File: config.mk
export PLATFORM = sky130hd
export DESIGN_NAME = jpd_cfg
export DESIGN_NICKNAME = d
export VERILOG_FILES = /design/src/design/jpd_pkg.sv /design/src/design/jpd_cfg.sv
export SDC_FILE = /design/constraint.sdc
export NUM_CORES = 1
export LEC_CHECK = 0
export ABC_AREA = 1
export BUFFER_PORTS_ARGS = -buffer_cell sky130_fd_sc_hd__clkbuf_2
export CAP_MARGIN = 10
export CORE_MARGIN = 2
export CORE_UTILIZATION = 42
export CTS_CLUSTER_SIZE = 8
export DETAILED_ROUTE_END_ITERATION = 12
export PLACE_DENSITY = 0.65
export SKIP_LAST_GASP = 1
export SYNTH_ARGS = -nofsm -noshare
export SYNTH_HDL_FRONTEND = slang
export SYNTH_SLANG_ARGS = --single-unit
export TNS_END_PERCENT = 10
File: constraint.sdc
create_clock -name clk -period 0.9 [get_ports clk]
set_clock_uncertainty 0.1 [all_clocks]
set_input_delay 0 -clock clk [delete_from_list [all_inputs] [get_ports clk]]
set_output_delay 0 -clock clk [all_outputs]
set_load 0.01 [all_outputs]
File: src/design/jpd_pkg.sv
// Shared widths, codes and pipeline item types for the joint PD torque block.
// No dependencies; every other design file but the macro header refers to it by scoped names.
`default_nettype none

package jpd_pkg;

	// Field widths
	localparam int DATA_WIDTH  = 16;
	localparam int JOINT_COUNT = 3;
	localparam int JOINT_W     = 2;
	localparam int GAIN_W      = 16;
	localparam int LIM_W       = 16;
	localparam int POS_LIM_W   = 32;
	localparam int TRQ_LIM_W   = 48;
	localparam int CFG_IDX_W   = 3;
	localparam int CFG_W       = 48;

	// Arithmetic widths: errors, products, Q.20 accumulator, rounded torque
	localparam int ERR_W   = DATA_WIDTH + 1;
	localparam int PROD_W  = ERR_W + GAIN_W + 1;
	localparam int VEL_SH  = 4;
	localparam int RND_SH  = 12;
	localparam int ACC_W   = PROD_W + VEL_SH + 2;
	localparam int T_W     = ACC_W - RND_SH;

	// Stream packing: input tdata fields from the lowest bit up
	localparam int POS_LO   = 0;
	localparam int VEL_LO   = POS_LO + DATA_WIDTH;
	localparam int KP_LO    = VEL_LO + DATA_WIDTH;
	localparam int KD_LO    = KP_LO + GAIN_W;
	localparam int QDES_LO  = KD_LO + GAIN_W;
	localparam int VDES_LO  = QDES_LO + DATA_WIDTH;
	localparam int FF_LO    = VDES_LO + DATA_WIDTH;
	localparam int S_BITS   = FF_LO + DATA_WIDTH;
	localparam int S_DATA_W = ((S_BITS + 7) / 8) * 8;
	localparam int S_USER_W = JOINT_W + 2;
	localparam int EN_BIT   = JOINT_W;
	localparam int WEAK_BIT = JOINT_W + 1;
	localparam int M_DATA_W = ((DATA_WIDTH + 7) / 8) * 8;

	// Joint codes
	localparam logic [JOINT_W-1:0] JOINT_ABAD = JOINT_W'(0);
	localparam logic [JOINT_W-1:0] JOINT_HIP  = JOINT_W'(1);
	localparam logic [JOINT_W-1:0] JOINT_KNEE = JOINT_W'(2);

	// Register indexes
	localparam logic [CFG_IDX_W-1:0] REG_SS_STIFF = CFG_IDX_W'(0);
	localparam logic [CFG_IDX_W-1:0] REG_SS_DAMP  = CFG_IDX_W'(1);
	localparam logic [CFG_IDX_W-1:0] REG_UPPER    = CFG_IDX_W'(2);
	localparam logic [CFG_IDX_W-1:0] REG_LOWER    = CFG_IDX_W'(3);
	localparam logic [CFG_IDX_W-1:0] REG_MAX_LIM  = CFG_IDX_W'(4);
	localparam logic [CFG_IDX_W-1:0] REG_WEAK_LIM = CFG_IDX_W'(5);
	localparam logic [CFG_IDX_W-1:0] REG_DIS_LIM  = CFG_IDX_W'(6);

	// Register reset values
	localparam logic [GAIN_W-1:0]    RST_SS_STIFF = 16'd25600;
	localparam logic [GAIN_W-1:0]    RST_SS_DAMP  = 16'd102;
	localparam logic [POS_LIM_W-1:0] RST_UPPER    = 32'd1342183424;
	localparam logic [POS_LIM_W-1:0] RST_LOWER    = 32'd2952849408;
	localparam logic [TRQ_LIM_W-1:0] RST_MAX_LIM  = 48'd28587587539200;
	localparam logic [TRQ_LIM_W-1:0] RST_WEAK_LIM = 48'd6597170431488;
	localparam logic [TRQ_LIM_W-1:0] RST_DIS_LIM  = 48'd0;

	typedef struct packed {
		logic [GAIN_W-1:0]    ss_stiff;
		logic [GAIN_W-1:0]    ss_damp;
		logic [POS_LIM_W-1:0] upper;
		logic [POS_LIM_W-1:0] lower;
		logic [TRQ_LIM_W-1:0] max_lim;
		logic [TRQ_LIM_W-1:0] weak_lim;
		logic [TRQ_LIM_W-1:0] dis_lim;
	} cfg_t;

	typedef struct packed {
		logic [JOINT_W-1:0]           joint;
		logic signed [DATA_WIDTH-1:0] position;
		logic signed [DATA_WIDTH-1:0] velocity;
		logic [GAIN_W-1:0]            stiffness;
		logic [GAIN_W-1:0]            damping;
		logic signed [DATA_WIDTH-1:0] target_position;
		logic signed [DATA_WIDTH-1:0] target_velocity;
		logic signed [DATA_WIDTH-1:0] feedforward;
		logic                         enable;
		logic                         weak_mode;
	} cmd_t;

	// After law and limit selection
	typedef struct packed {
		logic [JOINT_W-1:0]           joint;
		logic                         bad;
		logic [GAIN_W-1:0]            kpos;
		logic signed [ERR_W-1:0]      perr;
		logic [GAIN_W-1:0]            kvel;
		logic signed [ERR_W-1:0]      verr;
		logic signed [DATA_WIDTH-1:0] ff;
		logic signed [LIM_W-1:0]      lim;
	} sel_t;

	// After the two multiplies
	typedef struct packed {
		logic [JOINT_W-1:0]           joint;
		logic                         bad;
		logic signed [PROD_W-1:0]     ppos;
		logic signed [PROD_W-1:0]     pvel;
		logic signed [DATA_WIDTH-1:0] ff;
		logic signed [LIM_W-1:0]      lim;
	} prod_t;

	// After summing and rounding
	typedef struct packed {
		logic [JOINT_W-1:0]      joint;
		logic                    bad;
		logic signed [T_W-1:0]   t;
		logic signed [LIM_W-1:0] lim;
	} sum_t;

	typedef struct packed {
		logic [JOINT_W-1:0]           joint;
		logic signed [DATA_WIDTH-1:0] torque;
	} res_t;

endpackage

`default_nettype wire

File: src/design/jpd_cfg.sv
// Configuration register file for the joint PD torque block.
// Depends on jpd_pkg for widths, register indexes and reset values.
`default_nettype none

module jpd_cfg (
	input  wire logic                          clk,
	input  wire logic                          arst_n,
	input  wire logic                          wr_en,
	input  wire logic [jpd_pkg::CFG_IDX_W-1:0] wr_index,
	input  wire logic [jpd_pkg::CFG_W-1:0]     wr_data,
	output jpd_pkg::cfg_t                      cfg
);

	jpd_pkg::cfg_t cfg_q;

	// Write the addressed register; drop writes beyond the list
	always_ff @(posedge clk or negedge arst_n) begin
		if (!arst_n) begin
			cfg_q.ss_stiff <= jpd_pkg::RST_SS_STIFF;
			cfg_q.ss_damp  <= jpd_pkg::RST_SS_DAMP;
			cfg_q.upper    <= jpd_pkg::RST_UPPER;
			cfg_q.lower    <= jpd_pkg::RST_LOWER;
			cfg_q.max_lim  <= jpd_pkg::RST_MAX_LIM;
			cfg_q.weak_lim <= jpd_pkg::RST_WEAK_LIM;
			cfg_q.dis_lim  <= jpd_pkg::RST_DIS_LIM;
		end else if (wr_en) begin
			case (wr_index)
				jpd_pkg::REG_SS_STIFF: cfg_q.ss_stiff <= wr_data[jpd_pkg::GAIN_W-1:0];
				jpd_pkg::REG_SS_DAMP:  cfg_q.ss_damp  <= wr_data[jpd_pkg::GAIN_W-1:0];
				jpd_pkg::REG_UPPER:    cfg_q.upper    <= wr_data[jpd_pkg::POS_LIM_W-1:0];
				jpd_pkg::REG_LOWER:    cfg_q.lower    <= wr_data[jpd_pkg::POS_LIM_W-1:0];
				jpd_pkg::REG_MAX_LIM:  cfg_q.max_lim  <= wr_data[jpd_pkg::TRQ_LIM_W-1:0];
				jpd_pkg::REG_WEAK_LIM: cfg_q.weak_lim <= wr_data[jpd_pkg::TRQ_LIM_W-1:0];
				jpd_pkg::REG_DIS_LIM:  cfg_q.dis_lim  <= wr_data[jpd_pkg::TRQ_LIM_W-1:0];
				default: ;
			endcase
		end
	end

	assign cfg = cfg_q;

endmodule

`default_nettype wire

==> Yosys cells after proc, flatten, opt, wreduce, memory -nomap -nowiden <==
Index checks and enable logic that the tools add are counted.
{ "classes": {"n_eq_ne": 6, "n_reduce_logical": 8} }
{ "op_table": {"columns": ["cell", "n"], "rows": [
  ["$reduce_and A2 Y1", 7],
  ["$eq A3 B3 Y1 const B", 3],
  ["$eq A3 B2 Y1 const B", 2],
  ["$eq A3 B1 Y1 const B", 1],
  ["$logic_not A3 Y1", 1]
]} }
{ "totals": {"reg_bits": 240, "inputBits": 54, "output_inout_bits": 240, "elab_cells": 21} }

==> Longest topological paths before layout <==
{ "logic_depth": {"word_depth": 2, "ltp_mapped": 7, "ltp_nobuf": 5} }

==> Worst setup path before layout <==
Ideal clock, no wire load.
{ "synth_timing": {"path_type": "input-to-reg", "startpoint": "input port wr_index[2] (netlist bit)", "endpoint": "register cfg_q (netlist bit cfg[123])", "setup_time_ps": 66, "t_arrival_ps": 765, "t_required_ps": 734, "setup_slack_ps": -31, "cell_stages": 6, "path_buffers": 2, "path_cell_list": "nand2_1 > inv_2 > buf_2 > buf_1 > nand3_1 > nand2_1"} }
{ "synth_via": {"elab_chain_cells": 2} }
{ "synth_lines": {"columns": ["item", "line", "rtl"], "rows": [
  ["start, declared", "jpd_cfg.sv:9", "input wire logic [jpd_pkg::CFG_IDX_W-1:0] wr_index,"],
  ["$eq A3 B3 Y1", "jpd_cfg.sv:27", "case (wr_index)"],
  ["$reduce_and A2 Y1 (no line)", null, null],
  ["end, declared", "jpd_cfg.sv:14", "jpd_pkg::cfg_t cfg_q;"]
]} }
No other way between the ends.
A chain may end at the register's enable or synchronous reset.

==> Final worst setup path <==
{ "layout_timing": {"startpoint": "register cfg_q (netlist bit cfg[238])", "endpoint": "output port cfg[238] (netlist bit)"} }
{ "layout_lines": {"columns": ["item", "line", "rtl"], "rows": [
  ["end, declared", "jpd_cfg.sv:11", "output jpd_pkg::cfg_t cfg"]
]} }
No word-level cell between the ends.

==> flow_summary.toml <==
[yosys]
synth_top_area_share_pct = 56.2
netlist_instances = 1044
yosysWarnings = 0
synth_area_leaders = "dfrtp_1 56%, nand2_1 25%, dfstp_2 8.8%"
synth_seq_cells = 240
netlist_area_um2 = 9300
synth.distinct_cells = 13
yosysTopAreaCell = "dfrtp_1"
yosysSeqAreaShare_pct = 65.0
synth_nets = 1098
syn_avg_cell_area_um2 = 8.91

[route]
wl_per_cell_um = 17.1
vias_per_cell = 4.89
firstDrtPassIters = 5
drc = 0
vias = 8437
drt_wl_total_um = 29400
drtIter0Drc = 436
postRouteAntennaNets = 0

[finish]
final_area_um2 = 13300
layout_commonest_cell = "nand2_1"
drive_gt1_share_pct = 29.9
antenna_cells = 0
final_core_util_pct = 61.1
layout.nets = 1476
largest_reg_flops = 240
area_delta_synth_final_pct = 42.9
final_cell_mix = "617 x nand2_1, 267 x clkbuf_2, 209 x dfrtp_1"

[die]
dieHeight_um = 153
start_util_pct = 42.7
rows = 54
dieArea_um2 = 23300
io-pin-count = 294
dieWidth_um = 153
core_um2 = 21800

[placement]
hpwl_um = 19500
portBuffers = 293
routabilityCongestion = 0.848
postPlaceCellArea_um2 = 11600

[power_and_ir_drop]
p_leak_nw = 7.42
power_mw = 33.2
p_per_area_nw_per_um2 = 2500
vdd.ir_drop.worst_v = 0.00153

[clocking]
tritoncts = "built"
root_buffer = "clkbuf_16"
cts_buffer_depth = 3
clk_pin_slew_ns = 0.05
cts_inserted_buffers = 35
htree_levels = 2
cts.sinks = 240
clock_latency_ns = 0.50
hold_buffers = 50

[critical_path]
cp.arrival_ns = 1.16
cp-start-kind = "register"
crit_chain = "buf_6"
path_max_fanout = 2
end_kind = "output pin"
crit_start = "cfg[238]"
crit_required_ns = 0.80
crit_family = "flip-flops"
critPathMaxStageDelay_ns = 0.55
path_buf_inv = 1
regToRegStartpoint = "cfg[237]"
path_class = "reg2out"
cp_slowest_cell = "dfstp_2"

[timing]
fmax_mhz = 791
worst_pin_slew_ns = 0.394
rsz0062_at_grt = "yes"
setup_violations = 244
whs_ns = -0.114
period_needed_ns = 1.26
period_share_pct = 140
final_hold_viol_count = 69
slew_headroom_pct = 73.8
drv_slew = 0
fin_setup_tns_ns = -54.60
setup_ws_ns = -0.364

[global_routing]
grt_pass1_vias = 8364
grt_first_pass_wirelength_um = 47100
grt_antenna_before_repair = 0
grtUsageTotal_pct = 25.2
grt_max_degree = 40
grt_overflow = 0

[status]
violations = "negative hold slack, negative setup slack"
outcome = "complete, but fails checks"

[hold_path]
hold_class = "in2reg"
min-delay-start = "wr_en"

[flow_run]
max_cap_violations = 0
cells in the mapped netlist:
library cell / count
buf_1: 5
buf_2: 26
buf_4: 5
buf_6: 4
clkbuf_1: 19
dfrtp_1: 209
dfstp_2: 31
inv_1: 3
inv_2: 3
nand2_1: 620
nand3_1: 112
nor2_1: 5
nor2_4: 2
worst min-delay path: stages:
cell and delay, ns:
clkbuf_2 0.10, nand2_1 0.11, nor2_4 0.06, buf_4 0.13, nand2_1 0.05, nand2_1 0.04
through the flow:
step / hold WS, ns / std cells / worst slack (ns)
after global routing: -0.0912 / 1725 / -0.394
after detailed placement: -0.167 / 1610 / -0.247
final: -0.114 / 1725 / -0.364
after global placement: -0.169 / 1610 / -0.199
after CTS: -0.127 / 1723 / -0.401
after floorplan: -0.396 / 1044 / -0.0291
path summary, 6_finish.rpt:
| check | endpoint | slack, ns | cells after the start |
|---|---|---|---|
| worst max-delay path | cfg[238] | -0.36 | 1 |
| worst min-delay path | cfg[175] | -0.11 | 6 |
| worst max register to register | cfg[237] | -0.02 | 3 |
| worst min register to register | cfg[139] | 0.36 | 2 |
| max in group asynchronous | cfg[137] | 0.24 | 3 |
| min in group asynchronous | cfg[99] | -0.10 | 2 |
power breakdown:
group          leakage (nW)  switching [mW]  internal (mW)
Clock                 0.481            4.65           7.42
Combinational          3.99            3.91           2.96
Sequential             2.95            1.25           13.0
metal layers:
metal | GRT usage [%] | up-vias | wire length [um]
met5 | 0 | - | 0
met4 | 9.26 | 0 | 1020
met3 | 6.26 | 69 | 2170
met2 | 39.9 | 346 | 13800
met1 | 33.9 | 4037 | 12500
li1 | - | 3985 | -
logic make-up after synthesis:
group,after synthesis,share of synthesized area (%)
DFF,240,65.0
buffers and inverters,65,3.50
and+or+nand+nor,739,31.5
what timing repair did:
| action | CTS | global route |
|---|---|---|
| endpoints found under the setup margin | 240 | 244 |
| hold endpoints to repair | 480 | 49 |
| gates resized for setup | 8 | 42 |
| setup buffers | 3 | 2 |
cell type report:
cell class | count | area, um2
well taps | 280 | 350
fillers | 1888 | 8470
clock inverters | 2 | 25.0
flip-flops and latches | 240 | 6040
repair buffers | 400 | 2890
clock buffers | 58 | 983
inverters | 6 | 22.5
multi-input cells | 739 | 2970
No activity file was read; power rests on OpenSTA's default activity.
