`config.mk`:
```
export PLATFORM = sky130hd
export DESIGN_NAME = jpd_acc
export DESIGN_NICKNAME = d
export VERILOG_FILES = /design/src/design/jpd_pkg.sv /design/src/design/jpd_acc.sv
export SDC_FILE = /design/constraint.sdc
export NUM_CORES = 1
export LEC_CHECK = 0
export BUFFER_PORTS_ARGS = -buffer_cell sky130_fd_sc_hd__buf_2
export CORE_UTILIZATION = 49
export CTS_BUF_LIST = sky130_fd_sc_hd__clkbuf_16
export DETAILED_ROUTE_END_ITERATION = 10
export PLACE_DENSITY = 0.81
export SYNTH_ARGS = -nofsm -noshare
export SYNTH_HDL_FRONTEND = slang
export SYNTH_SLANG_ARGS = --single-unit
```
`constraint.sdc`:
```
create_clock -name clk -period 2.8 [get_ports clk]
set_input_delay 0.56 -clock clk [delete_from_list [all_inputs] [get_ports clk]]
set_output_delay 0.56 -clock clk [all_outputs]
set_load 0.05 [all_outputs]
```
`src/design/jpd_pkg.sv`:
```
// Shared widths, codes and pipeline item types for the joint PD torque block.
// No dependencies; every other design file but the macro header refers to it by scoped names.
`default_nettype none

package jpd_pkg;

	// Field widths
	localparam int DATA_WIDTH  = 16;
	localparam int JOINT_COUNT = 3;
	localparam int JOINT_W     = 2;
	localparam int GAIN_W      = 16;
	localparam int LIM_W       = 16;
	localparam int POS_LIM_W   = 32;
	localparam int TRQ_LIM_W   = 48;
	localparam int CFG_IDX_W   = 3;
	localparam int CFG_W       = 48;

	// Arithmetic widths: errors, products, Q.20 accumulator, rounded torque
	localparam int ERR_W   = DATA_WIDTH + 1;
	localparam int PROD_W  = ERR_W + GAIN_W + 1;
	localparam int VEL_SH  = 4;
	localparam int RND_SH  = 12;
	localparam int ACC_W   = PROD_W + VEL_SH + 2;
	localparam int T_W     = ACC_W - RND_SH;

	// Stream packing: input tdata fields from the lowest bit up
	localparam int POS_LO   = 0;
	localparam int VEL_LO   = POS_LO + DATA_WIDTH;
	localparam int KP_LO    = VEL_LO + DATA_WIDTH;
	localparam int KD_LO    = KP_LO + GAIN_W;
	localparam int QDES_LO  = KD_LO + GAIN_W;
	localparam int VDES_LO  = QDES_LO + DATA_WIDTH;
	localparam int FF_LO    = VDES_LO + DATA_WIDTH;
	localparam int S_BITS   = FF_LO + DATA_WIDTH;
	localparam int S_DATA_W = ((S_BITS + 7) / 8) * 8;
	localparam int S_USER_W = JOINT_W + 2;
	localparam int EN_BIT   = JOINT_W;
	localparam int WEAK_BIT = JOINT_W + 1;
	localparam int M_DATA_W = ((DATA_WIDTH + 7) / 8) * 8;

	// Joint codes
	localparam logic [JOINT_W-1:0] JOINT_ABAD = JOINT_W'(0);
	localparam logic [JOINT_W-1:0] JOINT_HIP  = JOINT_W'(1);
	localparam logic [JOINT_W-1:0] JOINT_KNEE = JOINT_W'(2);

	// Register indexes
	localparam logic [CFG_IDX_W-1:0] REG_SS_STIFF = CFG_IDX_W'(0);
	localparam logic [CFG_IDX_W-1:0] REG_SS_DAMP  = CFG_IDX_W'(1);
	localparam logic [CFG_IDX_W-1:0] REG_UPPER    = CFG_IDX_W'(2);
	localparam logic [CFG_IDX_W-1:0] REG_LOWER    = CFG_IDX_W'(3);
	localparam logic [CFG_IDX_W-1:0] REG_MAX_LIM  = CFG_IDX_W'(4);
	localparam logic [CFG_IDX_W-1:0] REG_WEAK_LIM = CFG_IDX_W'(5);
	localparam logic [CFG_IDX_W-1:0] REG_DIS_LIM  = CFG_IDX_W'(6);

	// Register reset values
	localparam logic [GAIN_W-1:0]    RST_SS_STIFF = 16'd25600;
	localparam logic [GAIN_W-1:0]    RST_SS_DAMP  = 16'd102;
	localparam logic [POS_LIM_W-1:0] RST_UPPER    = 32'd1342183424;
	localparam logic [POS_LIM_W-1:0] RST_LOWER    = 32'd2952849408;
	localparam logic [TRQ_LIM_W-1:0] RST_MAX_LIM  = 48'd28587587539200;
	localparam logic [TRQ_LIM_W-1:0] RST_WEAK_LIM = 48'd6597170431488;
	localparam logic [TRQ_LIM_W-1:0] RST_DIS_LIM  = 48'd0;

	typedef struct packed {
		logic [GAIN_W-1:0]    ss_stiff;
		logic [GAIN_W-1:0]    ss_damp;
		logic [POS_LIM_W-1:0] upper;
		logic [POS_LIM_W-1:0] lower;
		logic [TRQ_LIM_W-1:0] max_lim;
		logic [TRQ_LIM_W-1:0] weak_lim;
		logic [TRQ_LIM_W-1:0] dis_lim;
	} cfg_t;

	typedef struct packed {
		logic [JOINT_W-1:0]           joint;
		logic signed [DATA_WIDTH-1:0] position;
		logic signed [DATA_WIDTH-1:0] velocity;
		logic [GAIN_W-1:0]            stiffness;
		logic [GAIN_W-1:0]            damping;
		logic signed [DATA_WIDTH-1:0] target_position;
		logic signed [DATA_WIDTH-1:0] target_velocity;
		logic signed [DATA_WIDTH-1:0] feedforward;
		logic                         enable;
		logic                         weak_mode;
	} cmd_t;

	// After law and limit selection
	typedef struct packed {
		logic [JOINT_W-1:0]           joint;
		logic                         bad;
		logic [GAIN_W-1:0]            kpos;
		logic signed [ERR_W-1:0]      perr;
		logic [GAIN_W-1:0]            kvel;
		logic signed [ERR_W-1:0]      verr;
		logic signed [DATA_WIDTH-1:0] ff;
		logic signed [LIM_W-1:0]      lim;
	} sel_t;

	// After the two multiplies
	typedef struct packed {
		logic [JOINT_W-1:0]           joint;
		logic                         bad;
		logic signed [PROD_W-1:0]     ppos;
		logic signed [PROD_W-1:0]     pvel;
		logic signed [DATA_WIDTH-1:0] ff;
		logic signed [LIM_W-1:0]      lim;
	} prod_t;

	// After summing and rounding
	typedef struct packed {
		logic [JOINT_W-1:0]      joint;
		logic                    bad;
		logic signed [T_W-1:0]   t;
		logic signed [LIM_W-1:0] lim;
	} sum_t;

	typedef struct packed {
		logic [JOINT_W-1:0]           joint;
		logic signed [DATA_WIDTH-1:0] torque;
	} res_t;

endpackage

`default_nettype wire

```
`src/design/jpd_acc.sv`:
```
// Stage 3: sum the terms in Q.20 and round half up to Q7.8.
// Depends on jpd_pkg for the accumulator widths and stage item types.
`default_nettype none

module jpd_acc (
	input  wire logic      clk,
	input  wire logic      arst_n,
	input  wire logic      in_valid,
	output logic           in_ready,
	input  jpd_pkg::prod_t in_data,
	output logic           out_valid,
	input  wire logic      out_ready,
	output jpd_pkg::sum_t  out_data
);

	localparam logic signed [jpd_pkg::ACC_W-1:0] RND_HALF =
		jpd_pkg::ACC_W'(1) <<< (jpd_pkg::RND_SH - 1);

	logic                             v_s3;
	jpd_pkg::sum_t                    d_s3;
	jpd_pkg::sum_t                    nxt;
	logic signed [jpd_pkg::ACC_W-1:0] acc;

	// Scale velocity term by 16 and feedforward by 4096, add the half LSB
	always_comb begin
		acc = jpd_pkg::ACC_W'(in_data.ppos)
			+ (jpd_pkg::ACC_W'(in_data.pvel) <<< jpd_pkg::VEL_SH)
			+ (jpd_pkg::ACC_W'(in_data.ff) <<< jpd_pkg::RND_SH)
			+ RND_HALF;
		nxt.joint = in_data.joint;
		nxt.bad   = in_data.bad;
		nxt.t     = acc[jpd_pkg::ACC_W-1:jpd_pkg::RND_SH];
		nxt.lim   = in_data.lim;
	end

	assign in_ready = !v_s3 || out_ready;

	always_ff @(posedge clk or negedge arst_n) begin
		if (!arst_n) begin
			v_s3 <= 1'b0;
		end else if (in_ready) begin
			v_s3 <= in_valid;
		end
	end

	always_ff @(posedge clk) begin
		if (in_ready && in_valid) begin
			d_s3 <= nxt;
		end
	end

	assign out_valid = v_s3;
	assign out_data  = d_s3;

endmodule

`default_nettype wire

```
# After elaboration in Yosys (flattened, before gate mapping)
# Cells that the tools add are included.
# totals
wordCells	11
reg_bits	48
input_bits	107
# op_classes
n_addsub	3
reduce_logical	3
# ops
cell	n
$add 39x28->40	1
$add 40x13->40 const B	1
$add 34x38->39	1
$logic_and 1x1->1	1
$logic_not 1->1	1
$logic_or 1x1->1	1

# Logic depth before layout (Yosys ltp)
# logic_depth
depth_word	3
mapped_depth	12

# Least setup slack after synthesis
# Ideal clock, no wire load.
# synth_timing
path_type	input-to-reg
start	input port in_data[22] (netlist bit)
end	register d_s3 (netlist bit out_data[39]), data pin
t_required_ns	2.538
setup_time_ns	0.262
arrival_time_ns	2.900
path_buffers	1
setup_slack_ns	-0.362
path_stages	11
path_cell_list	fa_1 -> ha_1 -> buf_6 -> a2111oi_4 -> o21ai_1 -> a221oi_2 -> or2_1 -> a41oi_2 -> o31ai_4 -> o21bai_1 -> xor2_1
# synth_via
elab_chain_cells	2
# synth_lines
element	line_no	text
start, declared	jpd_acc.sv:10	input jpd_pkg::prod_t in_data,
$add 39x28->40	jpd_acc.sv:28	+ (jpd_pkg::ACC_W'(in_data.ff) <<< jpd_pkg::RND_SH)
$add 40x13->40	jpd_acc.sv:29	+ RND_HALF;
net acc, one bit	jpd_acc.sv:22	logic signed [jpd_pkg::ACC_W-1:0] acc;
end signal, assigned	jpd_acc.sv:48	d_s3 <= nxt;
end, declared	jpd_acc.sv:20	jpd_pkg::sum_t d_s3;
# The timed path passes the listed nets, and every way through them passes these cells.
# A chain may end at the register's enable or synchronous reset.

# Final worst setup path
# layout_timing
start	input port in_data[84] (netlist bit)
end	register d_s3 (netlist bit out_data[39]), data pin
# layout_via
elab_chain_cells	3
# layout_lines
element	line_no	text
$add 34x38->39	jpd_acc.sv:27	+ (jpd_pkg::ACC_W'(in_data.pvel) <<< jpd_pkg::VEL_SH)
$add 39x28->40	jpd_acc.sv:28	
$add 40x13->40	jpd_acc.sv:29	
net acc, one bit	jpd_acc.sv:22	
# The timed path passes the listed nets, and every way through them passes these cells.

==> impl_metrics.prom <==
# TYPE chip_impl_metric gauge
chip_impl_info{name="outcome",value="complete, but fails checks"} 1
chip_impl_info{name="violations",value="setup timing"} 1
chip_impl_metric{name="finalHoldViolations",unit=""} 0
chip_impl_metric{name="num-fill-cells",unit=""} 394
chip_impl_metric{name="ctsHtreeMaxLevel",unit=""} 2
chip_impl_info{name="timing.critical_path.from_type",value="input pin"} 1
chip_impl_metric{name="final_layout_size_suffix_gt1_frac",unit=""} 0.535
chip_impl_metric{name="yosysWarningCount",unit=""} 0
chip_impl_metric{name="grt_pass1_wl",unit="um"} 14800
chip_impl_info{name="cts_root_buffer",value="sky130_fd_sc_hd__clkbuf_16"} 1
chip_impl_metric{name="latest_clock_arrival_within_the_worst_skew_pair",unit="ns"} 0.28
chip_impl_metric{name="die_area",unit="mm2"} 0.00769
chip_impl_metric{name="routed_wire_length_per_instance",unit="um"} 17.2
chip_impl_metric{name="cts-hold-fix-buffers",unit=""} 0
chip_impl_metric{name="layout_stage_area_growth_over_the_synthesis_result",unit="%"} 53.9
chip_impl_metric{name="final_core_utilization",unit=""} 0.798
chip_impl_metric{name="initial_utilization",unit=""} 0.518
chip_impl_metric{name="post_synth_instance_area",unit="mm2"} 0.00360
chip_impl_metric{name="drt_drc_violations_left",unit=""} 0
chip_impl_metric{name="power-per-cell-area",unit="mW/mm2"} 650
chip_impl_metric{name="asyncSetResetFlopFracSynth",unit=""} 0.0208
chip_impl_metric{name="critPathMaxStageDelay",unit="ns"} 0.59
chip_impl_metric{name="peakVddDrop",unit="V"} 0.000375
chip_impl_metric{name="wirelength",unit="um"} 10600
chip_impl_metric{name="tritoncts.num_buffers",unit=""} 5
chip_impl_info{name="yosys_most_used_dff",value="sky130_fd_sc_hd__edfxtp_1"} 1
chip_impl_metric{name="timing.critical_path.arrival",unit="ns"} 3.20
chip_impl_metric{name="ioPinCount",unit=""} 156
chip_impl_metric{name="multi_input_area",unit="mm2"} 0.00240
chip_impl_metric{name="global_route.usage.met1",unit=""} 0.272
chip_impl_metric{name="finalCritPeriodShare",unit=""} 1.13
chip_impl_metric{name="hpwl",unit="um"} 7130
chip_impl_metric{name="die_height",unit="um"} 87.7
chip_impl_metric{name="met3_track_demand_over_resource",unit=""} 0.0273
chip_impl_metric{name="rows",unit=""} 30
chip_impl_metric{name="firstDrtPassIters",unit=""} 4
chip_impl_metric{name="tns",unit="ns"} -3.75
chip_impl_metric{name="synthesis.instances",unit=""} 291
chip_impl_metric{name="via_count_of_the_first_global_routing_pass",unit=""} 3262
chip_impl_metric{name="gpl.final_weighted_congestion",unit=""} 0.825
chip_impl_metric{name="tightestPinTransition",unit="ns"} 0.559
chip_impl_metric{name="post_synthesis_mean_instance_area",unit="um2"} 12.4
chip_impl_metric{name="routed_via_density",unit=""} 5.41
chip_impl_metric{name="final.setup.worst_slack",unit="ns"} -0.367
chip_impl_metric{name="synth_sequential_area_ratio",unit=""} 0.399
chip_impl_metric{name="total_global_routing_track_utilization",unit=""} 0.252
chip_impl_metric{name="register_clock_pin_slew_on_the_reported_worst_setup_and_hold_paths",unit="ns"} 0.07
chip_impl_metric{name="max_slew_margin",unit=""} 0.627
chip_impl_metric{name="clock_skew",unit="ns"} 0.00699
chip_impl_metric{name="antenna_cells_inserted",unit=""} 0
chip_impl_metric{name="clock-sinks",unit=""} 48
chip_impl_metric{name="postRouteAntennaNets",unit=""} 0
chip_impl_info{name="endpoint_kind",value="register"} 1
chip_impl_info{name="cp_slowest_cell",value="sky130_fd_sc_hd__fa_1"} 1
chip_impl_metric{name="gr-usage-met2",unit=""} 0.498
chip_impl_info{name="rsz0062_at_grt",value="true"} 1
chip_impl_metric{name="vias",unit=""} 3333
chip_impl_metric{name="cellLeakagePower",unit="uW"} 0.00252
chip_impl_info{name="worstHoldPathType",value="input pin to asynchronous set/reset pin"} 1
chip_impl_metric{name="synth_fp_nets",unit=""} 464
chip_impl_metric{name="max-cap-violations",unit=""} 0
chip_impl_metric{name="fp.coreArea",unit="mm2"} 0.00694
chip_impl_metric{name="cts_buffer_depth",unit=""} 2
chip_impl_info{name="worstSetupPathType",value="input pin to register"} 1
chip_impl_metric{name="antenna_found_initial",unit=""} 0
chip_impl_info{name="timing.critical_path.cells",value="buf_6, fa_1, ha_4, a2111oi_4, o21ai_2, a221oi_2, or2_1, a41oi_2, o31ai_4, o21bai_1, xor2_1"} 1
chip_impl_info{name="clock_tree_from_tritoncts",value="yes"} 1
chip_impl_metric{name="setup_viol",unit=""} 19
chip_impl_metric{name="r2r_cells",unit=""} 3
chip_impl_metric{name="global_route.overflow_total",unit=""} 0
chip_impl_metric{name="path_max_fanout",unit=""} 5
chip_impl_metric{name="synth-edff-count",unit=""} 47
chip_impl_metric{name="cp_data_required_time",unit="ns"} 2.83
chip_impl_metric{name="yosys.cell_types.count",unit=""} 44
chip_impl_metric{name="yosys_register_bits",unit=""} 48
chip_impl_metric{name="maximum_number_of_pins_on_one_net_before_global_route_repair",unit=""} 27
chip_impl_metric{name="buffer_ports.inserted",unit=""} 151
chip_impl_metric{name="num-nets-final",unit=""} 692
chip_impl_metric{name="sequential_cell_area",unit="mm2"} 0.00144
chip_impl_metric{name="slew_viol_final",unit=""} 0
chip_impl_metric{name="chipWidth",unit="um"} 87.7
chip_impl_info{name="grt_most_used_layer",value="met2"} 1
chip_impl_metric{name="drt_first_iter_violations",unit=""} 173
chip_impl_metric{name="report.power.total",unit="uW"} 3600
chip_impl_metric{name="fmaxAchievable",unit="MHz"} 316
chip_impl_metric{name="finalWorstPathRequiredPeriod",unit="ns"} 3.17
-- kinds of logic after synthesis --
group           synth area share
fa+ha+maj                  0.284
simple gates              0.0817
compound gates             0.153
flops                      0.399
buf+inv                   0.0188
xor+xnor                  0.0633
-- cell usage after synthesis (all sizes together) (4+ instances only) --
| cell type | number | share of area |
|---|---|---|
| edfxtp | 47 | 0.39 |
| ha | 40 | 0.14 |
| a21oi | 27 | 0.038 |
| fa | 26 | 0.14 |
| a21o | 16 | 0.033 |
| nor2 | 14 | 0.015 |
| xnor2 | 14 | 0.034 |
| inv | 13 | 0.014 |
| o21ai | 13 | 0.018 |
| nand2 | 12 | 0.013 |
| xor2 | 12 | 0.029 |
| nand4 | 8 | 0.014 |
| nand3 | 5 | 0.0070 |
| nor2b | 4 | 0.0070 |
-- cells in the final DEF (no fill, tap or decap), types with 12 or more instances in the layout --
cell / n
sky130_fd_sc_hd__ha_1: 29
sky130_fd_sc_hd__edfxtp_1: 47
sky130_fd_sc_hd__a21o_1: 16
sky130_fd_sc_hd__buf_6: 14
sky130_fd_sc_hd__fa_1: 26
sky130_fd_sc_hd__inv_1: 13
sky130_fd_sc_hd__xnor2_1: 12
sky130_fd_sc_hd__a21oi_1: 18
sky130_fd_sc_hd__buf_4: 65
sky130_fd_sc_hd__buf_2: 144
-- per-stage QoR --
step / cells / hold WS, ns / worst slack (ns) / instance area, um2
floorplan: 291 / 0.264 / -0.338 / 3670
global placement: 590 / 0.336 / -0.532 / 4960
detailed placement: 590 / 0.342 / -0.616 / 4960
CTS: 607 / 0.0443 / -0.218 / 5300
global route: 616 / 0.0370 / -0.477 / 5540
finish: 616 / 0.0463 / -0.367 / 5540
-- critical path: cells and delay by family --
kind,cells,cell delay [ns]
XOR/XNOR,1,0.18
AND/OR/NAND/NOR,1,0.18
buffers and inverters,1,0.10
adder cells (fa/ha/maj),2,0.83
AO/OA/AOI/OAI,6,1.35
-- timing repair --
action | 4_1_cts | 5_1_grt
gates cloned | 0 | 0
gates resized for setup | 26 | 39
setup buffers | 9 | 11
pin swaps | 23 | 23
setup endpoints to repair | 17 | 22
-- power by group --
group | internal (uW) | total, uW | leakage (uW) | switching (uW)
Combinational | 871 | 2020 | 0.00199 | 1150
Clock | 328 | 591 | 0.0000635 | 263
Sequential | 955 | 983 | 0.000458 | 27.8
-- flip-flops by register name, summed over array words and instances (netlist names) --
register	count
out_data	47
out_valid	1
-- worst paths after layout --
kind	slack, ns	end	start
worst min-delay path	0.05	out_valid	arst_n
min in group clk	0.45	out_data[14]	in_data[14]
worst max register to register	1.21	out_data[40]	out_valid
worst max-delay path	-0.37	out_data[39]	in_data[84]
worst min register to register	0.57	out_valid	out_valid
max in group asynchronous	2.67	out_valid	arst_n
-- layer usage --
layer / up-vias / share of wire
met4: 0 / 0.035
met5: - / 0
met1: 1602 / 0.37
li1: 1546 / -
met3: 32 / 0.052
met2: 153 / 0.54
-- area by class of cell --
type / instances / area share
Multi-Input combinational cell: 227 / 0.434
Sequential cell: 48 / 0.259
Timing Repair Buffer: 224 / 0.250
Clock buffer: 5 / 0.0226
Tap cell: 96 / 0.0217
Inverter: 13 / 0.00881
Clock inverter: 3 / 0.00339
(Power assumes the default switching activity.)
