===== src/design/jpd_pkg.sv =====
// Shared widths, codes and pipeline item types for the joint PD torque block.
// No dependencies; every other design file but the macro header refers to it by scoped names.
`default_nettype none

package jpd_pkg;

	// Field widths
	localparam int DATA_WIDTH  = 16;
	localparam int JOINT_COUNT = 3;
	localparam int JOINT_W     = 2;
	localparam int GAIN_W      = 16;
	localparam int LIM_W       = 16;
	localparam int POS_LIM_W   = 32;
	localparam int TRQ_LIM_W   = 48;
	localparam int CFG_IDX_W   = 3;
	localparam int CFG_W       = 48;

	// Arithmetic widths: errors, products, Q.20 accumulator, rounded torque
	localparam int ERR_W   = DATA_WIDTH + 1;
	localparam int PROD_W  = ERR_W + GAIN_W + 1;
	localparam int VEL_SH  = 4;
	localparam int RND_SH  = 12;
	localparam int ACC_W   = PROD_W + VEL_SH + 2;
	localparam int T_W     = ACC_W - RND_SH;

	// Stream packing: input tdata fields from the lowest bit up
	localparam int POS_LO   = 0;
	localparam int VEL_LO   = POS_LO + DATA_WIDTH;
	localparam int KP_LO    = VEL_LO + DATA_WIDTH;
	localparam int KD_LO    = KP_LO + GAIN_W;
	localparam int QDES_LO  = KD_LO + GAIN_W;
	localparam int VDES_LO  = QDES_LO + DATA_WIDTH;
	localparam int FF_LO    = VDES_LO + DATA_WIDTH;
	localparam int S_BITS   = FF_LO + DATA_WIDTH;
	localparam int S_DATA_W = ((S_BITS + 7) / 8) * 8;
	localparam int S_USER_W = JOINT_W + 2;
	localparam int EN_BIT   = JOINT_W;
	localparam int WEAK_BIT = JOINT_W + 1;
	localparam int M_DATA_W = ((DATA_WIDTH + 7) / 8) * 8;

	// Joint codes
	localparam logic [JOINT_W-1:0] JOINT_ABAD = JOINT_W'(0);
	localparam logic [JOINT_W-1:0] JOINT_HIP  = JOINT_W'(1);
	localparam logic [JOINT_W-1:0] JOINT_KNEE = JOINT_W'(2);

	// Register indexes
	localparam logic [CFG_IDX_W-1:0] REG_SS_STIFF = CFG_IDX_W'(0);
	localparam logic [CFG_IDX_W-1:0] REG_SS_DAMP  = CFG_IDX_W'(1);
	localparam logic [CFG_IDX_W-1:0] REG_UPPER    = CFG_IDX_W'(2);
	localparam logic [CFG_IDX_W-1:0] REG_LOWER    = CFG_IDX_W'(3);
	localparam logic [CFG_IDX_W-1:0] REG_MAX_LIM  = CFG_IDX_W'(4);
	localparam logic [CFG_IDX_W-1:0] REG_WEAK_LIM = CFG_IDX_W'(5);
	localparam logic [CFG_IDX_W-1:0] REG_DIS_LIM  = CFG_IDX_W'(6);

	// Register reset values
	localparam logic [GAIN_W-1:0]    RST_SS_STIFF = 16'd25600;
	localparam logic [GAIN_W-1:0]    RST_SS_DAMP  = 16'd102;
	localparam logic [POS_LIM_W-1:0] RST_UPPER    = 32'd1342183424;
	localparam logic [POS_LIM_W-1:0] RST_LOWER    = 32'd2952849408;
	localparam logic [TRQ_LIM_W-1:0] RST_MAX_LIM  = 48'd28587587539200;
	localparam logic [TRQ_LIM_W-1:0] RST_WEAK_LIM = 48'd6597170431488;
	localparam logic [TRQ_LIM_W-1:0] RST_DIS_LIM  = 48'd0;

	typedef struct packed {
		logic [GAIN_W-1:0]    ss_stiff;
		logic [GAIN_W-1:0]    ss_damp;
		logic [POS_LIM_W-1:0] upper;
		logic [POS_LIM_W-1:0] lower;
		logic [TRQ_LIM_W-1:0] max_lim;
		logic [TRQ_LIM_W-1:0] weak_lim;
		logic [TRQ_LIM_W-1:0] dis_lim;
	} cfg_t;

	typedef struct packed {
		logic [JOINT_W-1:0]           joint;
		logic signed [DATA_WIDTH-1:0] position;
		logic signed [DATA_WIDTH-1:0] velocity;
		logic [GAIN_W-1:0]            stiffness;
		logic [GAIN_W-1:0]            damping;
		logic signed [DATA_WIDTH-1:0] target_position;
		logic signed [DATA_WIDTH-1:0] target_velocity;
		logic signed [DATA_WIDTH-1:0] feedforward;
		logic                         enable;
		logic                         weak_mode;
	} cmd_t;

	// After law and limit selection
	typedef struct packed {
		logic [JOINT_W-1:0]           joint;
		logic                         bad;
		logic [GAIN_W-1:0]            kpos;
		logic signed [ERR_W-1:0]      perr;
		logic [GAIN_W-1:0]            kvel;
		logic signed [ERR_W-1:0]      verr;
		logic signed [DATA_WIDTH-1:0] ff;
		logic signed [LIM_W-1:0]      lim;
	} sel_t;

	// After the two multiplies
	typedef struct packed {
		logic [JOINT_W-1:0]           joint;
		logic                         bad;
		logic signed [PROD_W-1:0]     ppos;
		logic signed [PROD_W-1:0]     pvel;
		logic signed [DATA_WIDTH-1:0] ff;
		logic signed [LIM_W-1:0]      lim;
	} prod_t;

	// After summing and rounding
	typedef struct packed {
		logic [JOINT_W-1:0]      joint;
		logic                    bad;
		logic signed [T_W-1:0]   t;
		logic signed [LIM_W-1:0] lim;
	} sum_t;

	typedef struct packed {
		logic [JOINT_W-1:0]           joint;
		logic signed [DATA_WIDTH-1:0] torque;
	} res_t;

endpackage

`default_nettype wire


===== src/design/jpd_clamp.sv =====
// Stage 4 and output register: clamp to +-limit, saturate, zero bad joints.
// Depends on jpd_pkg for the stage item and result types.
`default_nettype none

module jpd_clamp (
	input  wire logic     clk,
	input  wire logic     arst_n,
	input  wire logic     in_valid,
	output logic          in_ready,
	input  jpd_pkg::sum_t in_data,
	output logic          out_valid,
	input  wire logic     out_ready,
	output jpd_pkg::res_t out_data
);

	localparam logic signed [jpd_pkg::T_W-1:0] T_MAX =
		jpd_pkg::T_W'((64'd1 << (jpd_pkg::DATA_WIDTH - 1)) - 64'd1);
	localparam logic signed [jpd_pkg::T_W-1:0] T_MIN = -T_MAX - jpd_pkg::T_W'(1);

	logic                           v_s4;
	jpd_pkg::res_t                  d_s4;
	jpd_pkg::res_t                  nxt;
	logic signed [jpd_pkg::T_W-1:0] lim_x;
	logic signed [jpd_pkg::T_W-1:0] nlim_x;
	logic signed [jpd_pkg::T_W-1:0] t_hi;
	logic signed [jpd_pkg::T_W-1:0] t_lo;
	logic signed [jpd_pkg::T_W-1:0] t_sat;

	// Upper clamp first, then lower, so a negative limit yields its negation
	always_comb begin
		lim_x  = jpd_pkg::T_W'(in_data.lim);
		nlim_x = -lim_x;
		t_hi   = (in_data.t > lim_x) ? lim_x : in_data.t;
		t_lo   = (t_hi < nlim_x) ? nlim_x : t_hi;
		if (t_lo > T_MAX) begin
			t_sat = T_MAX;
		end else if (t_lo < T_MIN) begin
			t_sat = T_MIN;
		end else begin
			t_sat = t_lo;
		end
		nxt.joint  = in_data.joint;
		nxt.torque = in_data.bad ? '0 : t_sat[jpd_pkg::DATA_WIDTH-1:0];
	end

	assign in_ready = !v_s4 || out_ready;

	always_ff @(posedge clk or negedge arst_n) begin
		if (!arst_n) begin
			v_s4 <= 1'b0;
		end else if (in_ready) begin
			v_s4 <= in_valid;
		end
	end

	always_ff @(posedge clk) begin
		if (in_ready && in_valid) begin
			d_s4 <= nxt;
		end
	end

	assign out_valid = v_s4;
	assign out_data  = d_s4;

endmodule

`default_nettype wire


===== config.mk =====
export PLATFORM = sky130hd
export DESIGN_NAME = jpd_clamp
export DESIGN_NICKNAME = d
export VERILOG_FILES = /design/src/design/jpd_pkg.sv /design/src/design/jpd_clamp.sv
export SDC_FILE = /design/constraint.sdc
export NUM_CORES = 1
export LEC_CHECK = 0
export ABC_AREA = 1
export BUFFER_PORTS_ARGS = -buffer_cell sky130_fd_sc_hd__buf_4
export CAP_MARGIN = 40
export CORE_MARGIN = 4
export CORE_UTILIZATION = 35
export CTS_CLUSTER_DIAMETER = 60
export DETAILED_ROUTE_END_ITERATION = 7
export PLACE_DENSITY = 0.56
export SLEW_MARGIN = 20
export SYNTH_ARGS = -nofsm -noshare
export SYNTH_HDL_FRONTEND = slang
export SYNTH_SLANG_ARGS = --single-unit

===== constraint.sdc =====
create_clock -name clk -period 1.9 [get_ports clk]
set_input_delay 0.38 -clock clk [delete_from_list [all_inputs] [get_ports clk]]
set_output_delay 0.38 -clock clk [all_outputs]
set_load 0.1 [all_outputs]

# Word-level counts from Yosys, hierarchy flattened
# Cells that the tools add are included.
# word_totals
out_inout_bits	20
input_bits	51
reg_bits	19
# classes
n_reduce_logical	4
muxes	4
order_cmp	4
add_sub_neg	1
# ops
op	count
$mux 28	2
$gt 28x16->1	1
$gt 28x16->1 const B	1
$lt 28x16->1 const B	1
$lt 28x28->1	1
$neg 16->28	1
$mux 16	1
$mux 15	1
$reduce_or 2->1	1
$logic_and 1x1->1	1
$logic_not 1->1	1
$logic_or 1x1->1	1

# Logic depth before layout (Yosys ltp)
# Gate-level depths: netlist of run 1.
# depth
ltp_word	7
ltp_mapped	40
depth_no_buf	36

# Worst setup path after synthesis of run 1
# No wires, ideal clock.
# synth_timing
kind	input -> register
start	input in_data[15] (netlist bit)
end	register d_s4, in the netlist out_data[10] (data pin)
n_path_buf	4
path_slack_ns	-3.380
required_time_ns	1.646
cell_stages	33
t_arrival_ns	5.027
path_cell_list	clkinv_1 ha_1 nand2_2 nor2_2 nand4_2 nor2_2 nand2_1 nand2_1 nand2_2 nand3_4 clkbuf_1 clkbuf_1 clkbuf_1 nand2_1 o21ai_0 ha_1 a21oi_1 o21ai_0 nand3_1 nand2_1 nand2_1 a21oi_1 a211oi_1 nand3_1 nand2_2 nand2_1 nand2_1 nand2_1 nor2_1 nand3_2 buf_6 a21oi_1 nor2_1
# synth_between
elab_chain_len	7
elab_cells_between_ends	9
classes_between	1 x add/sub; 4 x order compare; 4 x mux
# synth_rtl
element	line_no	text
start: declaration	jpd_clamp.sv:10	input jpd_pkg::sum_t in_data,
$gt 28x16->1	jpd_clamp.sv:33	t_hi = (in_data.t > lim_x) ? lim_x : in_data.t;
$mux 28	jpd_clamp.sv:33	
$lt 28x28->1	jpd_clamp.sv:34	t_lo = (t_hi < nlim_x) ? nlim_x : t_hi;
$mux 28 (*)	jpd_clamp.sv:34	
$lt 28x16->1	jpd_clamp.sv:37	end else if (t_lo < T_MIN) begin
$mux 16	jpd_clamp.sv:37	
$mux 15 (*)	jpd_clamp.sv:35	if (t_lo > T_MAX) begin
end signal: assignment	jpd_clamp.sv:58	d_s4 <= nxt;
end: declaration	jpd_clamp.sv:21	jpd_pkg::res_t d_s4;
# Every way passes the cells marked *; elsewhere a longest branch is shown, timed or not.
# A chain may end at the register's enable or synchronous reset.

# Final worst setup path of run 1
# layout_timing
start	input in_data[9] (netlist bit)
end	register d_s4, in the netlist out_data[5] (data pin)
# Same word-level chain as after synthesis.

==> out/results.ini, run 1 <==
[setup_path]
cp_num_buf_inv = 8
worst_r2r_startpoint = out_valid
cp_common_cell = nand2_2
cp.required_ns = 1.91
ff2ff_setup_slack_ns = 0.77
cp_top_family = simple AND/OR/NAND/NOR gates
slowest_stage = ha_1
worstSetupEndpointType = flop
worstSetupPathDepth = 32
timing.rr.end = out_data[4]
crit_type = primary input to flop
worstSetupStartpointType = primary input
rr_worst_depth = 2
cpPeakStageDelay_ns = 0.25
worstPathArrival_ns = 4.26
crit_fanout = 8

[floorplanning]
rows = 34
core-area_um2 = 8721
io_pins = 71
die-area_um2 = 10540
start_util_pct = 35.97
dieWidth_um = 102.7
die_h_um = 102.7

[clock_tree]
h-tree-depth = 1
clockBufferDepth = 2
numCtsBuffers = 3
insertion_delay_ns = 0.25
cts_sinks = 19
clk_pin_slew_ns = 0.06
cts-root-buf = clkbuf_8
cts_tree = yes

[power_and_ir_drop]
p_int_w = 0.002005
p_comb_share_pct = 78.9
p_seq_share_pct = 14.2
ir_drop_mv = 0.2809
switching_share_pct = 48.32
p_per_area_nw_per_um2 = 660.2
power_frac_clock_pct = 6.9
power.leakage_nw = 3.003
switchingPower_w = 0.001875
power_w = 0.003881

[layout]
finish.utilization_pct = 67.40
finalNonFillerCells = 809
areaGrowthSynthToFinish_pct = 87.40
fill_cells = 703
antennaDiodeCount = 0
drive_gt1_share_pct = 52.64
final_nets = 808

[sta]
setup_viol = 16
hold_viol = 0
period_needed_ns = 4.252
setup_ws_ns = -2.352
fin_setup_tns_ns = -37.06
fmax_mhz = 235.2
tightestPinTransition_ns = 0.5193
holdWs_ns = 0.3075
skew_ns = 0.001539
relSlewSlack_pct = 64.92
drv_slew = 0
post-route-period-util_pct = 223.8
rsz0062_at_grt = yes

[hold_path]
hold-path-cell-count = 1
whs_endpoint = out_data[16]
min_path_type = primary input to flop
hp-start = in_data[45]

[yosys]
synth_top_flop_cell = edfxtp_1
yosys.area.top_type_share_pct = 21.94
synth_top_cell_by_area = ha_1
ys_warn_count = 0
yosys-top-cells-area = ha_1, edfxtp_1, nand2_1
synth_most_common_cell = nand2_1
synth-edff-count = 18
syn_avg_cell_area_um2 = 6.549
synth_commonest_cells = nand2_1, inv_1, ha_1
seq_area_frac_synth_pct = 18.03
async_flop_share_pct = 5.263
synth.distinct_cells = 32
netlist_area_um2 = 3137
postSynthCellCount = 479
synth_nets = 585
synth_seq_cells = 19

[grt]
grtUsageMet3_pct = 1.556
grt_pass1_wl_mm = 16.33
use_met1_pct = 25.94
grt_pass1_vias = 3640
grtUsageMet2_pct = 31.48
grt_max_degree = 19
top_usage_layer = met2
grt.total_usage_pct = 18.68
grt_antenna_before_repair = 0
gr-total-overflow = 0

[route]
drc_errors = 0
num_vias = 3892
drt_first_pass_iters = 4
drt_iter0_drc = 129
avgViaCountPerCell = 4.811
ant_nets = 0
wl_per_cell_um = 13.00
drt_wl_total_mm = 10.52

[placed_design]
place_hpwl_mm = 7.994
numPortBuffers = 70
place_inst = 782
gp_congestion = 0.8336

[status]
status = finished with violations
violations = setup timing

[job]
maxCapViolations = 0

cell usage in the layout (no fill, tap or decap), types with 3 or more instances in the layout:
cell type,n
clkbuf_8,3
a21o_1,3
o21ai_2,8
buf_12,5
nor2_4,5
nand2_1,112
ha_4,18
o21ai_1,9
nor2_1,29
nand2_4,7
a21oi_1,17
inv_1,53
nor2_2,7
ha_1,37
o21ai_0,15
o21ai_4,3
a21oi_2,21
nand3_4,4
nand3_1,16
nand3_2,8
nand4_1,7
inv_2,10
nand2_8,4
xor2_1,11
buf_4,210
buf_6,5
nand2_2,31
a21oi_4,3
edfxtp_1,18
state kept, by name (all words and copies together) (netlist names):
signal     cells
out_valid      1
out_data      18
cells by family after synthesis:
family	share of synthesized area, %
xor+xnor	3.071
buf+inv	9.692
simple gates	33.47
flops	18.03
compound gates	13.80
fa+ha+maj	21.94
power by group through the flow:
stage / combinational, W / sequential [W] / clock (W)
finish: 0.00306 / 0.000552 / 0.000266
floorplan: 0.00116 / 0.000923 / 0
CTS: 0.00269 / 0.000554 / 0.000273
global route: 0.00333 / 0.000557 / 0.000293
detailed placement: 0.00236 / 0.000562 / 0
global placement: 0.00232 / 0.000560 / 0
layout make-up:
cell class                      count  area, um^2  area share [%]
Inverter                           66       289.0           4.917
Tap cell                          108       135.1           2.299
Sequential cell                    19       565.5           9.621
Multi-Input combinational cell    386        2992           50.89
Clock buffer                        4       45.04          0.7663
Timing Repair Buffer              224        1828           31.10
Timing Repair inverter              2       23.77          0.4044
worst register-to-register path: stages, from the launching register on:
cell     delay (ns)
dfrtp_1        0.42
a21oi_2        0.15
buf_4          0.25
how the worst max path moves through the flow:
stage                startpoint            to
global route        in_data[15]   out_data[3]
detailed placement  in_data[15]  out_data[14]
CTS                 in_data[15]  out_data[14]
global placement    in_data[15]   out_data[3]
floorplan           in_data[15]  out_data[13]
finish               in_data[9]   out_data[5]
per-stage QoR:
stage	worst slack, ns	cell area (um^2)
after CTS	-2.204	5409
after detailed placement	-2.736	4980
after floorplan	-2.358	3385
after global placement	-2.611	4980
final	-2.352	5878
after global routing	-2.572	5878
layer usage:
layer	routed length (um)	vias to the layer above
li1	-	2037
met1	4841	1761
met2	5092	84
met3	450	10
met4	133	0
met5	0	-
what timing repair did:
item                       CTS  global route
gates cloned                 4             3
hold buffers                 1             0
setup buffers                7             8
gates resized for setup     69            77
pin swaps                   16            31
setup endpoints to repair   16            16
hold endpoints to repair     1             0
No activity file was read; power rests on OpenSTA's default activity.
==> run 2: changes to the inputs <==
--- a/config.mk
+++ b/config.mk
@@ -5,15 +5,13 @@
 export SDC_FILE = /design/constraint.sdc
 export NUM_CORES = 1
 export LEC_CHECK = 0
-export ABC_AREA = 1
 export BUFFER_PORTS_ARGS = -buffer_cell sky130_fd_sc_hd__buf_4
 export CAP_MARGIN = 40
 export CORE_MARGIN = 4
 export CORE_UTILIZATION = 35
 export CTS_CLUSTER_DIAMETER = 60
 export DETAILED_ROUTE_END_ITERATION = 7
-export PLACE_DENSITY = 0.56
-export SLEW_MARGIN = 20
+export PLACE_DENSITY = 0.55
 export SYNTH_ARGS = -nofsm -noshare
 export SYNTH_HDL_FRONTEND = slang
 export SYNTH_SLANG_ARGS = --single-unit
==> run 2 against run 1 <==
The run still ends with setup timing left. Worst setup slack got worse by 0.73 ns. Count of clock-buffer cells in the layout decreased by 1. First-iteration DRC count up 54%. Synthesized cell count down 7.9%. Design area decreased by 2.9%. Clock power increased by 7%. Die area up 14%. Combinational power shrank 12%. Non-clock buffer count grew 5. Cell count is 2.5% lower. Highest routed layer unchanged.
==> out/results.ini, run 2 <==
[status]
status = finished with violations  ; unchanged
violations = setup timing  ; unchanged

[floorplanning]
die_h_um = 109.4  ; was 102.7 um
die-area_um2 = 11970  ; was 10540 um^2
start_util_pct = 36.33  ; was 35.97%
core-area_um2 = 9910  ; was 8721 um^2
rows = 36  ; was 34
io_pins = 71  ; unchanged
dieWidth_um = 109.4  ; was 102.7 um

[yosys]
netlist_area_um2 = 3600  ; was 3137 um^2
postSynthCellCount = 441  ; was 479
synth_most_common_cell = ha_1  ; was nand2_1
synth-edff-count = 18  ; unchanged
yosys-top-cells-area = ha_1, edfxtp_1, a21oi_1  ; was ha_1, edfxtp_1, nand2_1
syn_avg_cell_area_um2 = 8.163  ; was 6.549 um^2
synth_commonest_cells = ha_1, nand2_1, a21oi_1  ; was nand2_1, inv_1, ha_1
synth_top_cell_by_area = ha_1  ; unchanged
yosys.area.top_type_share_pct = 19.12  ; was 21.94%
synth_seq_cells = 19  ; unchanged
synth_top_flop_cell = edfxtp_1  ; unchanged
async_flop_share_pct = 5.263  ; unchanged
seq_area_frac_synth_pct = 15.71  ; was 18.03%
ys_warn_count = 0  ; unchanged
synth_nets = 547  ; was 585
synth.distinct_cells = 81  ; was 32

[sta]
skew_ns = 0.0008916  ; was 0.001539 ns
setup_viol = 16  ; unchanged
drv_slew = 0  ; unchanged
fmax_mhz = 200.6  ; was 235.2 MHz
tightestPinTransition_ns = 0.7513  ; was 0.5193 ns
hold_viol = 0  ; unchanged
setup_ws_ns = -3.084  ; was -2.352 ns
rsz0062_at_grt = yes  ; unchanged
holdWs_ns = 0.2981  ; was 0.3075 ns
post-route-period-util_pct = 262.3  ; was 223.8%
relSlewSlack_pct = 49.91  ; was 64.92%
period_needed_ns = 4.984  ; was 4.252 ns

[clock_tree]
clk_pin_slew_ns = 0.08  ; was 0.06 ns
h-tree-depth = 1  ; unchanged
clockBufferDepth = 2  ; unchanged
numCtsBuffers = 3  ; unchanged
cts_sinks = 19  ; unchanged
cts_tree = yes  ; unchanged
cts-root-buf = clkbuf_8  ; unchanged
insertion_delay_ns = 0.25  ; about the same

[placed_design]
numPortBuffers = 70  ; unchanged
dpl-instance-area_um2 = 5509  ; was 4980 um^2
gp_congestion = 0.8696  ; was 0.8336
place_hpwl_mm = 10.08  ; was 7.994 mm

[job]
maxCapViolations = 0  ; unchanged

[setup_path]
crit_fanout = 15  ; was 8
cp.required_ns = 1.97  ; was 1.91 ns
worstSetupEndpointType = flop  ; unchanged
crit_type = primary input to flop  ; unchanged
slowest_stage = a311oi_2  ; was ha_1
worstPathArrival_ns = 5.06  ; was 4.26 ns
worstSetupStartpointType = primary input  ; unchanged
ff2ff_setup_slack_ns = 0.66  ; was 0.77 ns
cpPeakStageDelay_ns = 0.35  ; was 0.25 ns

[power_and_ir_drop]
p_int_w = 0.001871  ; was 0.002005 W
ir_drop_mv = 0.4306  ; was 0.2809 mV
power_frac_clock_pct = 8.1  ; was 6.9%
switching_share_pct = 47.05  ; was 48.32%
p_comb_share_pct = 76.4  ; was 78.9%
switchingPower_w = 0.001662  ; was 0.001875 W
p_per_area_nw_per_um2 = 618.9  ; was 660.2 nW/um^2
p_seq_share_pct = 15.5  ; was 14.2%
power.leakage_nw = 2.717  ; was 3.003 nW

[layout]
fin_area_um2 = 5708  ; was 5878 um^2
antennaDiodeCount = 0  ; unchanged
final_nets = 763  ; was 808
drive_gt1_share_pct = 46.34  ; was 52.64%
final_cell_mix = buf_4, ha_1, nand2_1, a21oi_1, inv_1  ; was buf_4, nand2_1, inv_1
areaGrowthSynthToFinish_pct = 58.57  ; was 87.40%
largest_reg_flops = 18  ; unchanged
final_common_cell = buf_4  ; unchanged

[route]
ant_nets = 0  ; unchanged
drt_wl_total_mm = 11.84  ; was 10.52 mm
avgViaCountPerCell = 5.098  ; was 4.811
drc_errors = 0  ; unchanged
drt_first_pass_iters = 4  ; unchanged
drt_iter0_drc = 199  ; was 129
wl_per_cell_um = 15.01  ; was 13.00 um
num_vias = 4022  ; was 3892

[grt]
grt.total_usage_pct = 19.55  ; was 18.68%
grt_pass1_wl_mm = 19.09  ; was 16.33 mm
grt_max_degree = 31  ; was 19
gr-total-overflow = 0  ; unchanged
grt_pass1_vias = 4041  ; was 3640
grt_antenna_before_repair = 0  ; unchanged

[hold_path]
min_path_type = primary input to flop  ; unchanged

[run 2: changes by cell type after synthesis, moves of 6 or more]
cell | previous run | this run
nand2_1 | 139 | 39
a211oi_2 | 0 | 9
nor2_1 | 39 | 32
o21ai_0 | 33 | 24
inv_1 | 59 | 36
inv_2 | 6 | 0
xnor2_1 | 0 | 12
nand2b_1 | 0 | 6
nand3_1 | 23 | 12
nand2_2 | 10 | 2
nor3_1 | 3 | 14
xor2_1 | 11 | 2
a21o_1 | 3 | 21
[run 2: logic make-up (layout without fill, tap and decap cells)]
group           Yosys count  after routing  synth area share [%]
mux                       4              4                 1.112
xor+xnor                 14             14                 3.406
compound gates          147            147                 31.73
fa+ha+maj                55             55                 19.12
flops                    19             19                 15.71
buf+inv                  55            270                 7.369
simple gates            147            147                 21.55
[run 2: layout make-up]
cell class                 count  area [um^2]
clock buffer                   3        41.29
timing repair buffer         229         1819
sequential                    19        566.8
multi-input combinational    367         2954
fill                         949         4202
clock inverter                 1        5.005
tap                          133        166.4
inverter                      37        155.1
[run 2: metrics by stage]
stage / instances / setup WS, ns / total power (W) / TNS (ns) / utilization (%)
floorplan: 441 / -3.605 / 0.002190 / -56.40 / -
global placement: 778 / -3.306 / 0.003121 / -52.30 / 55.59
detailed placement: 778 / -3.421 / 0.003165 / -53.80 / 55.59
CTS: 787 / -3.114 / 0.003493 / -48.67 / 57.06
global route: 789 / -3.403 / 0.003778 / -53.25 / 57.60
finish: 789 / -3.084 / 0.003533 / -48.06 / 57.60
[run 2: power by group through the flow]
stage	clock [W]	sequential (W)	combinational, W
finish	0.000285	0.000549	0.00270
floorplan	0	0.000907	0.00128
detailed placement	0	0.000559	0.00261
CTS	0.000280	0.000550	0.00266
global placement	0	0.000558	0.00256
global route	0.000303	0.000553	0.00292
[run 2: metal layers]
metal  track usage, %  up-vias  share of wire (%)
met4            1.603        0               0.68
li1                 -     2088                  -
met1            24.62     1833                 44
met5                0        -                  0
met3            1.292        6                4.8
met2            37.62       95                 51
[run 2: final timing paths]
path / start / endpoint / cells after the start
min in group asynchronous: arst_n / out_valid / 2
max in group asynchronous: arst_n / out_valid / 2
max reg2reg: out_valid / out_data[0] / 2
min reg2reg: out_valid / out_valid / 2
min: in_data[45] / out_data[16] / 1
max: in_data[15] / out_data[7] / 26
[run 2: what timing repair did]
| action | 4_1_cts | 5_1_grt |
|---|---|---|
| buffers inserted | 3 | 2 |
| hold endpoints to repair | 1 | 0 |
| hold buffers | 1 | 0 |
| gates resized for setup | 12 | 6 |
| setup endpoints to repair | 16 | 16 |
| gates cloned | 1 | 0 |
| pin swaps | 6 | 4 |
[run 2: worst max-delay path: cells and delay by family]
family / cells / cell delay [ns]
AOI/OAI and AO/OA: 10 / 1.88
adders and majority gates: 2 / 0.47
buffers and inverters: 7 / 0.97
and+or+nand+nor: 7 / 1.33
